<file path="src/sv/delimiter_word_tokenizer_core_defines.svh">
// Assertion macros for the delimiter word tokenizer.
// Included by the modules that carry concurrent assertions; needs no other file.
`ifndef DELIMITER_WORD_TOKENIZER_CORE_DEFINES_SVH
`define DELIMITER_WORD_TOKENIZER_CORE_DEFINES_SVH

`ifndef ASSERT_OFF
// Check a property on every rising clock edge out of reset.
`define DWT_ASSERT(label, clk, rst_n, prop, msg) \
    label: assert property (@(posedge clk) disable iff (!rst_n) (prop)) else $error(msg);
// Check that a condition leads to a consequence in the next cycle.
`define DWT_ASSERT_NEXT(label, clk, rst_n, ante, cons, msg) \
    label: assert property (@(posedge clk) disable iff (!rst_n) (ante) |=> (cons)) \
        else $error(msg);
`else
`define DWT_ASSERT(label, clk, rst_n, prop, msg)
`define DWT_ASSERT_NEXT(label, clk, rst_n, ante, cons, msg)
`endif

`endif

</file>
<file path="src/sv/dwt_pkg.sv">
// Shared types, constants and character classes of the delimiter word tokenizer.
// Used by the core and the testbench; depends on nothing.
package dwt_pkg;

    localparam int DWT_MAX_TEXT_LEN = 65536;
    localparam int Q_DEPTH          = 4;

    localparam logic [7:0] MIN_WORD_LEN_RESET = 8'd1;

    localparam logic [7:0] CHAR_AMP    = 8'h26; // '&'
    localparam logic [7:0] CHAR_N      = 8'h6E; // 'n'
    localparam logic [7:0] CHAR_B      = 8'h62; // 'b'
    localparam logic [7:0] CHAR_S      = 8'h73; // 's'
    localparam logic [7:0] CHAR_P      = 8'h70; // 'p'
    localparam logic [7:0] CHAR_SEMI   = 8'h3B; // ';'
    localparam logic [7:0] CHAR_COMMA  = 8'h2C;
    localparam logic [7:0] CHAR_SPACE  = 8'h20;
    localparam logic [7:0] CHAR_QUOTE  = 8'h22;
    localparam logic [7:0] CHAR_LPAREN = 8'h28;
    localparam logic [7:0] CHAR_RPAREN = 8'h29;
    localparam logic [7:0] CHAR_STAR   = 8'h2A;
    localparam logic [7:0] CHAR_SLASH  = 8'h2F;
    localparam logic [7:0] CHAR_COLON  = 8'h3A;
    localparam logic [7:0] CHAR_DOT    = 8'h2E;
    localparam logic [7:0] CHAR_NL     = 8'h0A;
    localparam logic [7:0] CHAR_TAB    = 8'h09;

    // Number of entity bytes matched once only the final ';' is missing.
    localparam logic [2:0] ENT_LAST_IDX = 3'd5;

    typedef struct packed {
        logic        word_valid;
        logic [15:0] word_start;
        logic [15:0] word_length;
        logic        last_result;
    } result_t;

    function automatic logic is_delim(input logic [7:0] b);
        is_delim = (b == CHAR_COMMA)  || (b == CHAR_SPACE)  || (b == CHAR_QUOTE) ||
                   (b == CHAR_LPAREN) || (b == CHAR_RPAREN) || (b == CHAR_STAR)  ||
                   (b == CHAR_SLASH)  || (b == CHAR_COLON)  || (b == CHAR_DOT)   ||
                   (b == CHAR_NL)     || (b == CHAR_TAB);
    endfunction

    // Byte expected next, given how many bytes of "&nbsp;" are matched.
    function automatic logic [7:0] entity_char(input logic [2:0] idx);
        unique case (idx)
            3'd1:    entity_char = CHAR_N;
            3'd2:    entity_char = CHAR_B;
            3'd3:    entity_char = CHAR_S;
            3'd4:    entity_char = CHAR_P;
            3'd5:    entity_char = CHAR_SEMI;
            default: entity_char = CHAR_AMP;
        endcase
    endfunction

endpackage

</file>
<file path="src/sv/dwt_channels.sv">
// Valid/ready channel interfaces for text bytes and word results.
// Depends on no other file.
interface dwt_byte_if;
    logic       valid;
    logic       ready;
    logic [7:0] text_byte;
    logic       in_skip;
    logic       skip_begin;
    logic       end_of_text;

    modport source (output valid, text_byte, in_skip, skip_begin, end_of_text, input ready);
    modport sink   (input valid, text_byte, in_skip, skip_begin, end_of_text, output ready);
endinterface

interface dwt_word_if;
    logic        valid;
    logic        ready;
    logic        word_valid;
    logic [15:0] word_start;
    logic [15:0] word_length;
    logic        last_result;

    modport source (output valid, word_valid, word_start, word_length, last_result,
                    input ready);
    modport sink   (input valid, word_valid, word_start, word_length, last_result,
                    output ready);
endinterface

</file>
<file path="src/sv/delimiter_word_tokenizer_core.sv">
// Delimiter word tokenizer core: byte stream in, word offset/length results out.
// Depends on dwt_pkg, dwt_channels and delimiter_word_tokenizer_core_defines.svh.
//
// Takes one text byte per cycle and works it in the same cycle it is accepted:
// delimiter and entity compares, span and length checks, then up to two results
// land in a four-entry result queue that drains one transaction per cycle while words.ready is high.
// Results are registered into the queue as their byte is accepted and show up on words behind any older results.
// bytes.ready is high while the queue holds two or fewer entries, so the byte
// rate is one per cycle except behind a stalled output, or while the queue drains after
// an end-of-text byte that produced both a word and the final result while two
// results were already queued.
// min_word_len resets to 1; write it only while no text is in flight.
`include "delimiter_word_tokenizer_core_defines.svh"

module delimiter_word_tokenizer_core
    import dwt_pkg::*;
#(
    parameter int MAX_TEXT_LEN = DWT_MAX_TEXT_LEN
) (
    input  logic       clk,
    input  logic       rst_n,
    input  logic       min_word_len_we,
    input  logic [7:0] min_word_len,
    dwt_byte_if.sink   bytes,
    dwt_word_if.source words
);

    localparam int POS_W = $clog2(MAX_TEXT_LEN);
    localparam int LEN_W = POS_W + 1;
    localparam int QP_W  = $clog2(Q_DEPTH);
    localparam int QC_W  = QP_W + 1;

    localparam logic [POS_W-1:0] POS_LAST = POS_W'(MAX_TEXT_LEN - 1);

    logic [7:0]       min_len_reg;
    logic [POS_W-1:0] pos_reg,     pos_next;
    logic [LEN_W-1:0] start_reg,   start_next;
    logic [2:0]       match_reg,   match_next;
    logic [POS_W-1:0] ent_pos_reg, ent_pos_next;

    result_t          q_mem [Q_DEPTH];
    logic [QP_W-1:0]  wr_ptr_reg, rd_ptr_reg;
    logic [QC_W-1:0]  cnt_reg;

    logic             in_fire, out_fire, skip;
    logic             ent_hit, emit_a, ok_a, ok_b;
    logic [POS_W-1:0] end_a;
    logic [LEN_W-1:0] cur_p1, start_upd, len_a, len_b, min_ext;
    logic [1:0]       push_cnt;
    result_t          res_a, res_b, slot0, slot1;

    function automatic logic [LEN_W-1:0] span(input logic [LEN_W-1:0] s,
                                              input logic [LEN_W-1:0] e);
        span = (e > s) ? (e - s) : '0;
    endfunction

    function automatic logic [15:0] sat16(input logic [LEN_W-1:0] v);
        logic [31:0] w;
        w     = 32'(v);
        sat16 = (w > 32'hFFFF) ? 16'hFFFF : w[15:0];
    endfunction

    assign in_fire  = bytes.valid && bytes.ready;
    assign out_fire = words.valid && words.ready;
    assign skip     = bytes.in_skip || bytes.skip_begin;
    assign cur_p1   = {1'b0, pos_reg} + LEN_W'(1);
    assign min_ext  = LEN_W'(min_len_reg);

    always_comb
    begin
        match_next   = match_reg;
        ent_pos_next = ent_pos_reg;
        start_upd    = start_reg;
        emit_a       = 1'b0;
        end_a        = pos_reg;
        ent_hit      = 1'b0;
        if (skip)
        begin
            match_next = '0;
            emit_a     = bytes.skip_begin;
            start_upd  = cur_p1;
        end
        else
        begin
            if (match_reg != '0)
            begin
                if (bytes.text_byte == entity_char(match_reg))
                begin
                    ent_hit = 1'b1;
                    if (match_reg == ENT_LAST_IDX)
                    begin
                        // word ends at the '&', resumes after the ';'
                        emit_a     = 1'b1;
                        end_a      = ent_pos_reg;
                        start_upd  = cur_p1;
                        match_next = '0;
                    end
                    else
                    begin
                        match_next = match_reg + 3'd1;
                    end
                end
                else
                begin
                    match_next = '0;
                end
            end
            // a byte that broke the match is treated as an ordinary byte
            if (!ent_hit)
            begin
                if (bytes.text_byte == CHAR_AMP)
                begin
                    match_next   = 3'd1;
                    ent_pos_next = pos_reg;
                end
                else if (is_delim(bytes.text_byte))
                begin
                    emit_a    = 1'b1;
                    start_upd = cur_p1;
                end
            end
        end

        len_a = span(start_reg, {1'b0, end_a});
        ok_a  = emit_a && (len_a >= min_ext);
        len_b = span(start_upd, cur_p1);
        ok_b  = (len_b >= min_ext);

        start_next = start_upd;
        pos_next   = pos_reg;
        if (bytes.end_of_text)
        begin
            pos_next     = '0;
            start_next   = '0;
            match_next   = '0;
            ent_pos_next = '0;
        end
        else if (pos_reg < POS_LAST)
        begin
            pos_next = pos_reg + POS_W'(1);
        end
    end

    always_comb
    begin
        res_a.word_valid  = 1'b1;
        res_a.word_start  = sat16(start_reg);
        res_a.word_length = sat16(len_a);
        res_a.last_result = 1'b0;

        res_b.word_valid  = ok_b;
        res_b.word_start  = ok_b ? sat16(start_upd) : 16'd0;
        res_b.word_length = ok_b ? sat16(len_b) : 16'd0;
        res_b.last_result = 1'b1;

        slot0    = ok_a ? res_a : res_b;
        slot1    = res_b;
        push_cnt = 2'd0;
        if (in_fire)
        begin
            push_cnt = 2'(ok_a) + 2'(bytes.end_of_text);
        end
    end

    always_ff @(posedge clk or negedge rst_n)
    begin
        if (!rst_n)
        begin
            min_len_reg <= MIN_WORD_LEN_RESET;
        end
        else if (min_word_len_we)
        begin
            min_len_reg <= min_word_len;
        end
    end

    always_ff @(posedge clk or negedge rst_n)
    begin
        if (!rst_n)
        begin
            pos_reg     <= '0;
            start_reg   <= '0;
            match_reg   <= '0;
            ent_pos_reg <= '0;
        end
        else if (in_fire)
        begin
            pos_reg     <= pos_next;
            start_reg   <= start_next;
            match_reg   <= match_next;
            ent_pos_reg <= ent_pos_next;
        end
    end

    // result queue: up to two pushes and one pop per cycle
    always_ff @(posedge clk or negedge rst_n)
    begin
        if (!rst_n)
        begin
            wr_ptr_reg <= '0;
            rd_ptr_reg <= '0;
            cnt_reg    <= '0;
        end
        else
        begin
            wr_ptr_reg <= wr_ptr_reg + QP_W'(push_cnt);
            if (out_fire)
            begin
                rd_ptr_reg <= rd_ptr_reg + QP_W'(1);
            end
            cnt_reg <= cnt_reg + QC_W'(push_cnt) - QC_W'(out_fire);
        end
    end

    always_ff @(posedge clk)
    begin
        if (push_cnt != 2'd0)
        begin
            q_mem[wr_ptr_reg] <= slot0;
        end
        if (push_cnt == 2'd2)
        begin
            q_mem[wr_ptr_reg + QP_W'(1)] <= slot1;
        end
    end

    assign bytes.ready       = (cnt_reg <= QC_W'(Q_DEPTH - 2));
    assign words.valid       = (cnt_reg != '0);
    assign words.word_valid  = q_mem[rd_ptr_reg].word_valid;
    assign words.word_start  = q_mem[rd_ptr_reg].word_start;
    assign words.word_length = q_mem[rd_ptr_reg].word_length;
    assign words.last_result = q_mem[rd_ptr_reg].last_result;

    `DWT_ASSERT(a_q_no_overflow, clk, rst_n, cnt_reg <= QC_W'(Q_DEPTH),
        "result queue overflow")
    `DWT_ASSERT(a_match_range, clk, rst_n, match_reg <= ENT_LAST_IDX,
        "entity count out of range")
    `DWT_ASSERT_NEXT(a_eot_clears, clk, rst_n, in_fire && bytes.end_of_text,
        pos_reg == '0 && start_reg == '0 && match_reg == '0,
        "state not cleared after end of text")
    `DWT_ASSERT_NEXT(a_q_count, clk, rst_n, 1'b1,
        cnt_reg == $past(cnt_reg) + QC_W'($past(push_cnt)) - QC_W'($past(out_fire)),
        "result queue count mismatch")

endmodule

</file>
<file path="src/flat_wrapper.sv">
// flat-port wrapper written by rule: the top's interface ports become plain ports
module delimiter_word_tokenizer_core_flat import dwt_pkg::*;
#(
    parameter int MAX_TEXT_LEN = DWT_MAX_TEXT_LEN
)
  (clk, rst_n, min_word_len_we, min_word_len, bytes_valid, bytes_text_byte, bytes_in_skip, bytes_skip_begin, bytes_end_of_text, bytes_ready, words_valid, words_word_valid, words_word_start, words_word_length, words_last_result, words_ready);
  dwt_byte_if bytes_i ();
  dwt_word_if words_i ();
  input  logic clk;
  input  logic rst_n;
  input  logic min_word_len_we;
  input  logic [7:0] min_word_len;
  input wire logic [$bits(bytes_i.valid)-1:0] bytes_valid;
  input wire logic [$bits(bytes_i.text_byte)-1:0] bytes_text_byte;
  input wire logic [$bits(bytes_i.in_skip)-1:0] bytes_in_skip;
  input wire logic [$bits(bytes_i.skip_begin)-1:0] bytes_skip_begin;
  input wire logic [$bits(bytes_i.end_of_text)-1:0] bytes_end_of_text;
  output wire logic [$bits(bytes_i.ready)-1:0] bytes_ready;
  output wire logic [$bits(words_i.valid)-1:0] words_valid;
  output wire logic [$bits(words_i.word_valid)-1:0] words_word_valid;
  output wire logic [$bits(words_i.word_start)-1:0] words_word_start;
  output wire logic [$bits(words_i.word_length)-1:0] words_word_length;
  output wire logic [$bits(words_i.last_result)-1:0] words_last_result;
  input wire logic [$bits(words_i.ready)-1:0] words_ready;
  assign bytes_i.valid = bytes_valid;
  assign bytes_i.text_byte = bytes_text_byte;
  assign bytes_i.in_skip = bytes_in_skip;
  assign bytes_i.skip_begin = bytes_skip_begin;
  assign bytes_i.end_of_text = bytes_end_of_text;
  assign bytes_ready = bytes_i.ready;
  assign words_valid = words_i.valid;
  assign words_word_valid = words_i.word_valid;
  assign words_word_start = words_i.word_start;
  assign words_word_length = words_i.word_length;
  assign words_last_result = words_i.last_result;
  assign words_i.ready = words_ready;
  delimiter_word_tokenizer_core #(.MAX_TEXT_LEN(MAX_TEXT_LEN)) u_core (.clk(clk), .rst_n(rst_n), .min_word_len_we(min_word_len_we), .min_word_len(min_word_len), .bytes(bytes_i), .words(words_i));
endmodule
</file>
<file path="config.mk">
export PLATFORM = sky130hd
export DESIGN_NAME = delimiter_word_tokenizer_core_flat
export DESIGN_NICKNAME = d
export VERILOG_FILES = /design/src/sv/dwt_pkg.sv /design/src/sv/dwt_channels.sv /design/src/sv/delimiter_word_tokenizer_core.sv /design/src/flat_wrapper.sv
export VERILOG_INCLUDE_DIRS = /design/src /design/src/sv
export SDC_FILE = /design/constraint.sdc
export NUM_CORES = 1
export LEC_CHECK = 0
export BUFFER_PORTS_ARGS = -buffer_cell sky130_fd_sc_hd__buf_2
export CORE_ASPECT_RATIO = 1.75
export CORE_MARGIN = 1.5
export CORE_UTILIZATION = 60
export CTS_BUF_LIST = sky130_fd_sc_hd__clkbuf_8
export CTS_CLUSTER_SIZE = 16
export DETAILED_ROUTE_END_ITERATION = 8
export PLACE_DENSITY = 0.83
export REMOVE_ABC_BUFFERS = 1
export SLEW_MARGIN = 10
export SYNTH_ARGS = -nofsm -noshare
export SYNTH_HDL_FRONTEND = slang
export SYNTH_SLANG_ARGS = --single-unit
</file>
<file path="constraint.sdc">
create_clock -name clk -period 16 [get_ports clk]
set_input_delay 4 -clock clk [delete_from_list [all_inputs] [get_ports clk]]
set_output_delay 4 -clock clk [all_outputs]
set_load 0.1 [all_outputs]
</file>
==> impl_metrics.toml, run 1 <==
[timing]
final_max_slew_viol_count = 0
tightest_slew_margin_relative_to_the_limit = 0.136
max_freq_mhz = 82.3
tns_ns = 0
grt_setup_unrepaired = "false"
setup-violations-final = 0
fin_crit_sh = 0.759
timing.clock.skew_ns = 0.0194
worst_slew_pin_slew_ns = 1.29
finalCriticalPeriod_ns = 12.15
hold_viol = 0

[floorplanning]
placement_rows = 70
die_height_um = 197
fp.coreArea_sq_mm = 0.0209
die_x_um = 114
design.die.area_sq_mm = 0.0224
initial_core_util = 0.614
top_level_ports = 60

[finish]
mostFrequentLayoutCell = "edfxtp_1"
top_library_cells_by_usage_in_the_layout_fill_and_taps_aside = "132 x edfxtp_1, 110 x o22ai_1, 94 x nand2_1"
area_growth_syn_to_layout_pct = 8.37
layout-drive-gt1-share = 0.194
nets = 1297
largest_register_ffs = 136
layoutNonFillerInstCount = 1485

[setup_path]
critPathCaptureType = "register"
critical_path_required_ns = 16.41
timing.setup.critical_path_class = "input port to register"
timing.critical_path.slowest_cell_delay_ns = 0.67
critPathLaunchType = "input port"
critPathArrivalTime_ns = 12.56
crit_slowest_cell = "or3_1"
rrSetupSlack_ns = 6.67
critPathMaxFanout = 33

[cts]
cts.repair_timing.setup_buffer_count = 0
clock-root-buffer = "clkbuf_8"
cts_made_buffers = 29
path_clk_slew_ns = 0.07
cts_htree_levels = 1
clock_latency_ns = 0.59
clk_path_buf_depth = 3
ctsResizeCount = 0
tritoncts = "done"
clock_tree_sinks = 203
hold_buffers = 0

[place]
hpwl_um = 24400
numPlacedInstances = 1433
portBuffers = 59
gpl.final_weighted_congestion = 0.985

[yosys]
async_flop_share = 0.330
synth_warnings = 0
synth_area_sq_mm = 0.0129
synth.avg_cell_area_sq_um = 10.9
post-synth-top-area-fraction = 0.308
synth_edf_count = 132
synth.top_cells.by_area = "edfxtp_1 31%, dfrtp_1 13%, mux4_2 6.0%, ha_1 5.6%, o22ai_1 5.4%"
synth_seq_area_share = 0.445
synth_cell_type_count = 88
synthCells = 1179
yosys_most_used_dff = "edfxtp_1"
synth-seq-cells = 203
synth_top_cell_by_area = "edfxtp_1"

[grt]
maximum_number_of_pins_on_one_net_before_global_route_repair = 60
grt_pass1_wl_um = 55600
globalRoute.totalOverflow = 0
grt_pass1_vias = 10400
antenna_violations_before_repair = 0
grtUsageTotal = 0.321

[routing]
initialDrtViolationCount = 952
avgRoutedWirePerCell_um = 23.7
viasPerCell = 6.98
drc = 1
first_pass_iteration_count_of_the_detailed_router = 6
via_count = 10400
wl_um = 35200
ant_nets = 0

[run_status]
result_of_the_run = "finished with violations"
failed_checks = "DRC"

[min_path]
hp_class = "register to register"

[job]
maxCapViolCount = 0
## layout make-up
| cell class | count | area, sq um |
|---|---|---|
| multi-input cells | 848 | 6630 |
| clock inverters | 22 | 231 |
| fillers | 1586 | 7000 |
| repair buffers | 78 | 438 |
| inverters | 52 | 195 |
| clock buffers | 29 | 399 |
| diodes | 1 | 2.50 |
| flip-flops and latches | 203 | 5720 |
| well taps | 252 | 315 |
## final timing paths
kind	startpoint	end	depth (start not counted)
max	bytes_text_byte[1]	u_core.q_mem[0][17]	30
min	u_core.q_mem[0][0]	u_core.q_mem[0][0]	1
max reg2reg	u_core.match_reg[2]	u_core.q_mem[0][17]	31
min reg2reg	u_core.q_mem[0][0]	u_core.q_mem[0][0]	1
min in group asynchronous	rst_n	u_core.min_len_reg[2]	1
max in group asynchronous	rst_n	u_core.rd_ptr_reg[0]	2
## metal layers
| metal | up-vias | GRT usage | share of wire | wire [um] |
|---|---|---|---|---|
| met5 | - | 0 | 0 | 0 |
| met4 | 0 | 0.216 | 0.068 | 2400 |
| met3 | 159 | 0.0501 | 0.077 | 2700 |
| met2 | 564 | 0.552 | 0.51 | 17800 |
| met1 | 5009 | 0.367 | 0.35 | 12300 |
| li1 | 4626 | - | - | - |
## cell usage after synthesis (4+ instances only)
cell type,n
and3_1,6
mux2i_1,16
a21oi_1,35
o21a_1,14
dfrtp_1,66
o21ai_1,7
nor3_1,14
a211oi_1,5
a21o_1,11
or3_1,5
nand4_1,10
ha_1,58
nand3b_1,4
o21ai_0,76
o22ai_1,110
clkbuf_1,35
dfxtp_1,4
o32ai_1,4
nand2_1,94
nor2b_1,6
xor2_1,20
mux2_2,23
a22o_1,31
mux4_2,34
nor4_1,5
nor4b_1,6
nor2_1,77
o21bai_1,4
o31ai_1,4
nand3_1,17
nor3b_1,4
and2_1,8
xnor2_1,30
a31oi_1,6
or2_2,6
o32ai_2,29
nand2b_1,11
clkbuf_2,4
inv_1,50
buf_2,28
edfxtp_1,132
## per-stage QoR
step	worst slack [ns]	hold slack (ns)	util	cell area, sq um
after floorplan	3.65	0.435	-	12500
after global placement	3.79	0.446	0.635	13300
after detailed placement	3.40	0.454	0.635	13300
after CTS	4.00	0.469	0.666	13900
after global routing	3.20	0.498	0.666	13900
final	3.85	0.464	0.666	13900
## worst max-delay path: cells and delay by family
kind,cells,cell delay (ns)
compound gates,14,3.40
simple gates,9,3.23
mux,1,0.39
buf+inv,3,0.39
fa+ha+maj,3,1.05
## kinds of logic (layout without fill, tap and decap cells)
family | Yosys count | count (layout) | share of synthesized area
AND/OR/NAND/NOR | 286 | 286 | 0.108
adder cells (fa/ha/maj) | 61 | 61 | 0.0611
XOR/XNOR | 50 | 50 | 0.0341
AO/OA/AOI/OAI | 378 | 378 | 0.217
flip-flops | 203 | 203 | 0.445
multiplexers | 73 | 73 | 0.0921
buffers and inverters | 128 | 181 | 0.0431
other | 0 | 1 | 0
Power of run 1 is left out: the tool's default activity adds up to more than one toggle a clock period on the data nets, which glitch-free logic cannot reach.
==> run 2, diff against run 1 <==
--- a/config.mk
+++ b/config.mk
@@ -6,14 +6,15 @@
 export SDC_FILE = /design/constraint.sdc
 export NUM_CORES = 1
 export LEC_CHECK = 0
+export ABC_AREA = 1
 export BUFFER_PORTS_ARGS = -buffer_cell sky130_fd_sc_hd__buf_2
 export CORE_ASPECT_RATIO = 1.75
 export CORE_MARGIN = 1.5
-export CORE_UTILIZATION = 60
+export CORE_UTILIZATION = 59
 export CTS_BUF_LIST = sky130_fd_sc_hd__clkbuf_8
 export CTS_CLUSTER_SIZE = 16
 export DETAILED_ROUTE_END_ITERATION = 8
-export PLACE_DENSITY = 0.83
+export PLACE_DENSITY = 0.85
 export REMOVE_ABC_BUFFERS = 1
 export SLEW_MARGIN = 10
 export SYNTH_ARGS = -nofsm -noshare
==> constraint.sdc (replaced) <==
create_clock -name clk -period 10.3 [get_ports clk]
set_input_delay 2.575 -clock clk [delete_from_list [all_inputs] [get_ports clk]]
set_output_delay 2.575 -clock clk [all_outputs]
set_load 0.1 [all_outputs]
==> run 2 against run 1 <==
  * The run now ends clean
  * Flip-flop and latch count unchanged
  * Register-to-register slack got worse by 3.9 ns
  * Clock-buffer cell count increased by 5
  * Sequential share of layout area decreased by 3.7 points
==> impl_metrics.toml, run 2 <==
[run_status]
result_of_the_run = "finished, final reports clean"

[finish]
fill_cells = 2002
largest_register_ffs = 136
nets = 2059
top_library_cells_by_usage_in_the_layout_fill_and_taps_aside = "577 x nand2_1, 231 x nand3_1, 202 x inv_1"
layout-drive-gt1-share = 0.0992
multi_input_comb_area_sq_mm = 0.00732
mostFrequentLayoutCell = "nand2_1"
seqCellArea_sq_mm = 0.00572
area_growth_syn_to_layout_pct = 8.06
n_antenna_cell = 0
final_util = 0.654

[setup_path]
timing.critical_path.slowest_cell_delay_ns = 0.70
critPathLaunchType = "input port"
critical-path-top-delay-family = "simple AND/OR/NAND/NOR gates"
critPathArrivalTime_ns = 8.97
cp_num_buf_inv = 4
critical_path_required_ns = 10.63
reg2regPathDepth = 38
crit_slowest_cell = "or2_2"
cpMostUsedCell = "nand2_1"
critPathMaxFanout = 35
critPathCaptureType = "register"
regToRegEndpoint = "u_core.q_mem[2][33]"
r2r_start = "u_core.match_reg[1]"
rrSetupSlack_ns = 2.73
timing.setup.critical_path_class = "input port to register"

[yosys]
synthCells = 1949
synth.avg_cell_area_sq_um = 7.27
synth-seq-cells = 203
synth.top_cells.by_area = "edfxtp_1 28%, nand2_1 15%, dfrtp_1 12%, nand3_1 8.2%, inv_1 5.2%"
dominant_combinational_cell_family_by_area_after_synthesis = "simple AND/OR/NAND/NOR gates"
area_share_of_and_or_nand_nor_cells_after_synthesis = 0.330
yosys_most_used_dff = "edfxtp_1"
post-synth-top-area-fraction = 0.280
synth-xor-area-share = 0.0167
synth_seq_area_share = 0.404
post_synth_fa_ha_maj_area_fraction = 0.0555
synth_warnings = 0
synth_top_cell_by_area = "edfxtp_1"
synth_compound_gate_area_share = 0.110
synth_cell_type_count = 48
synth_area_sq_mm = 0.0142
synth_edf_count = 132
synth_mux_area_frac = 0.00150
async_flop_share = 0.330
synth.cells.most_frequent = "577 x nand2_1, 231 x nand3_1, 198 x inv_1, 178 x nor2_1"
yosysMostFrequentCell = "nand2_1"

[timing]
tightest_slew_margin_relative_to_the_limit = 0.219
hold_viol = 0
grt_setup_unrepaired = "false"
setup-violations-final = 0
max_freq_mhz = 116
finalCriticalPeriod_ns = 8.64
worst_slew_pin_slew_ns = 1.17
fin_crit_sh = 0.839
timing.clock.skew_ns = 0.0275
final_max_slew_viol_count = 0
setup_slack_ns = 1.66
fin_worst_hold_slack_ns = 0.494

[floorplanning]
die_height_um = 208
top_level_ports = 60
design.die.area_sq_mm = 0.0250
die_x_um = 120
fp.coreArea_sq_mm = 0.0234
placement_rows = 74
initial_core_util = 0.605

[routing]
ant_nets = 0
drc = 0
wl_um = 43100
viasPerCell = 6.00
initialDrtViolationCount = 1462
first_pass_iteration_count_of_the_detailed_router = 7
via_count = 13800
avgRoutedWirePerCell_um = 18.7

[grt]
globalRoute.totalOverflow = 0
grtUsageTotal = 0.347
maximum_number_of_pins_on_one_net_before_global_route_repair = 72
grt_pass1_wl_um = 68700
grt_pass1_vias = 13600
antenna_violations_before_repair = 0

[place]
hpwl_um = 30900
portBuffers = 59
preCtsSetupSlack_ns = 1.14
gpl.final_weighted_congestion = 1.10

[cts]
clk_path_buf_depth = 3
clock-root-buffer = "clkbuf_8"
cts_htree_levels = 1
tritoncts = "done"
clock_tree_sinks = 203
clock_latency_ns = 0.61
cts.repair_timing.setup_buffer_count = 0
path_clk_slew_ns = 0.07
ctsResizeCount = 0
cts_made_buffers = 29
hold_buffers = 0

[job]
maxCapViolCount = 0

[min_path]
hp_class = "register to register"
hold-path-cell-count = 2
min_from = "u_core.q_mem[2][0]"
worst_hold_path.endpoint = "u_core.q_mem[2][0]"
## run 2: how the worst max path moves through the flow
stage                             startpoint             endpoint  cells after the start
after floorplan           bytes_text_byte[4]  u_core.q_mem[1][10]                     33
after global placement    bytes_text_byte[4]  u_core.q_mem[2][33]                     37
after detailed placement  bytes_text_byte[4]  u_core.q_mem[2][33]                     37
after CTS                 bytes_text_byte[4]  u_core.q_mem[2][33]                     37
after global routing      bytes_text_byte[4]  u_core.q_mem[1][33]                     37
final                     bytes_text_byte[4]  u_core.q_mem[2][33]                     37
## run 2: tightest hold or removal path, stage by stage, from the launching register on
cell     delay [ns]
dfxtp_1        0.33
o22ai_1        0.09
inv_1          0.05
## run 2: layer usage
layer	share of wire	wire (um)	GRT usage	vias up
met2	0.50	21700	0.609	749
met3	0.076	3290	0.0461	225
met1	0.34	14700	0.378	6309
met5	0	0	0	-
li1	-	-	-	6528
met4	0.078	3380	0.255	0
## run 2: area by class of cell
type	count	share of cell area
Clock buffer	34	0.0306
Clock inverter	19	0.0140
Inverter	212	0.0520
Multi-Input combinational cell	1453	0.478
Timing Repair Buffer	75	0.0271
Sequential cell	203	0.374
Tap cell	304	0.0248
## run 2: cells by family after synthesis
kind of cell / after synthesis
muxes: 2
xor gates and xnor gates: 27
adders and majority gates: 61
AOI/OAI and AO/OA: 274
DFF: 203
and+or+nand+nor: 1089
buffers and inverters: 293
## run 2: stage by stage
step	cells	setup TNS, ns	area (sq um)
after floorplan	1868	-88.02	13800
after global placement	2247	0	14600
after detailed placement	2247	0	14600
after CTS	2300	0	15300
after global routing	2300	0	15300
final	2300	0	15300
Power of run 2 is left out for the same reason.
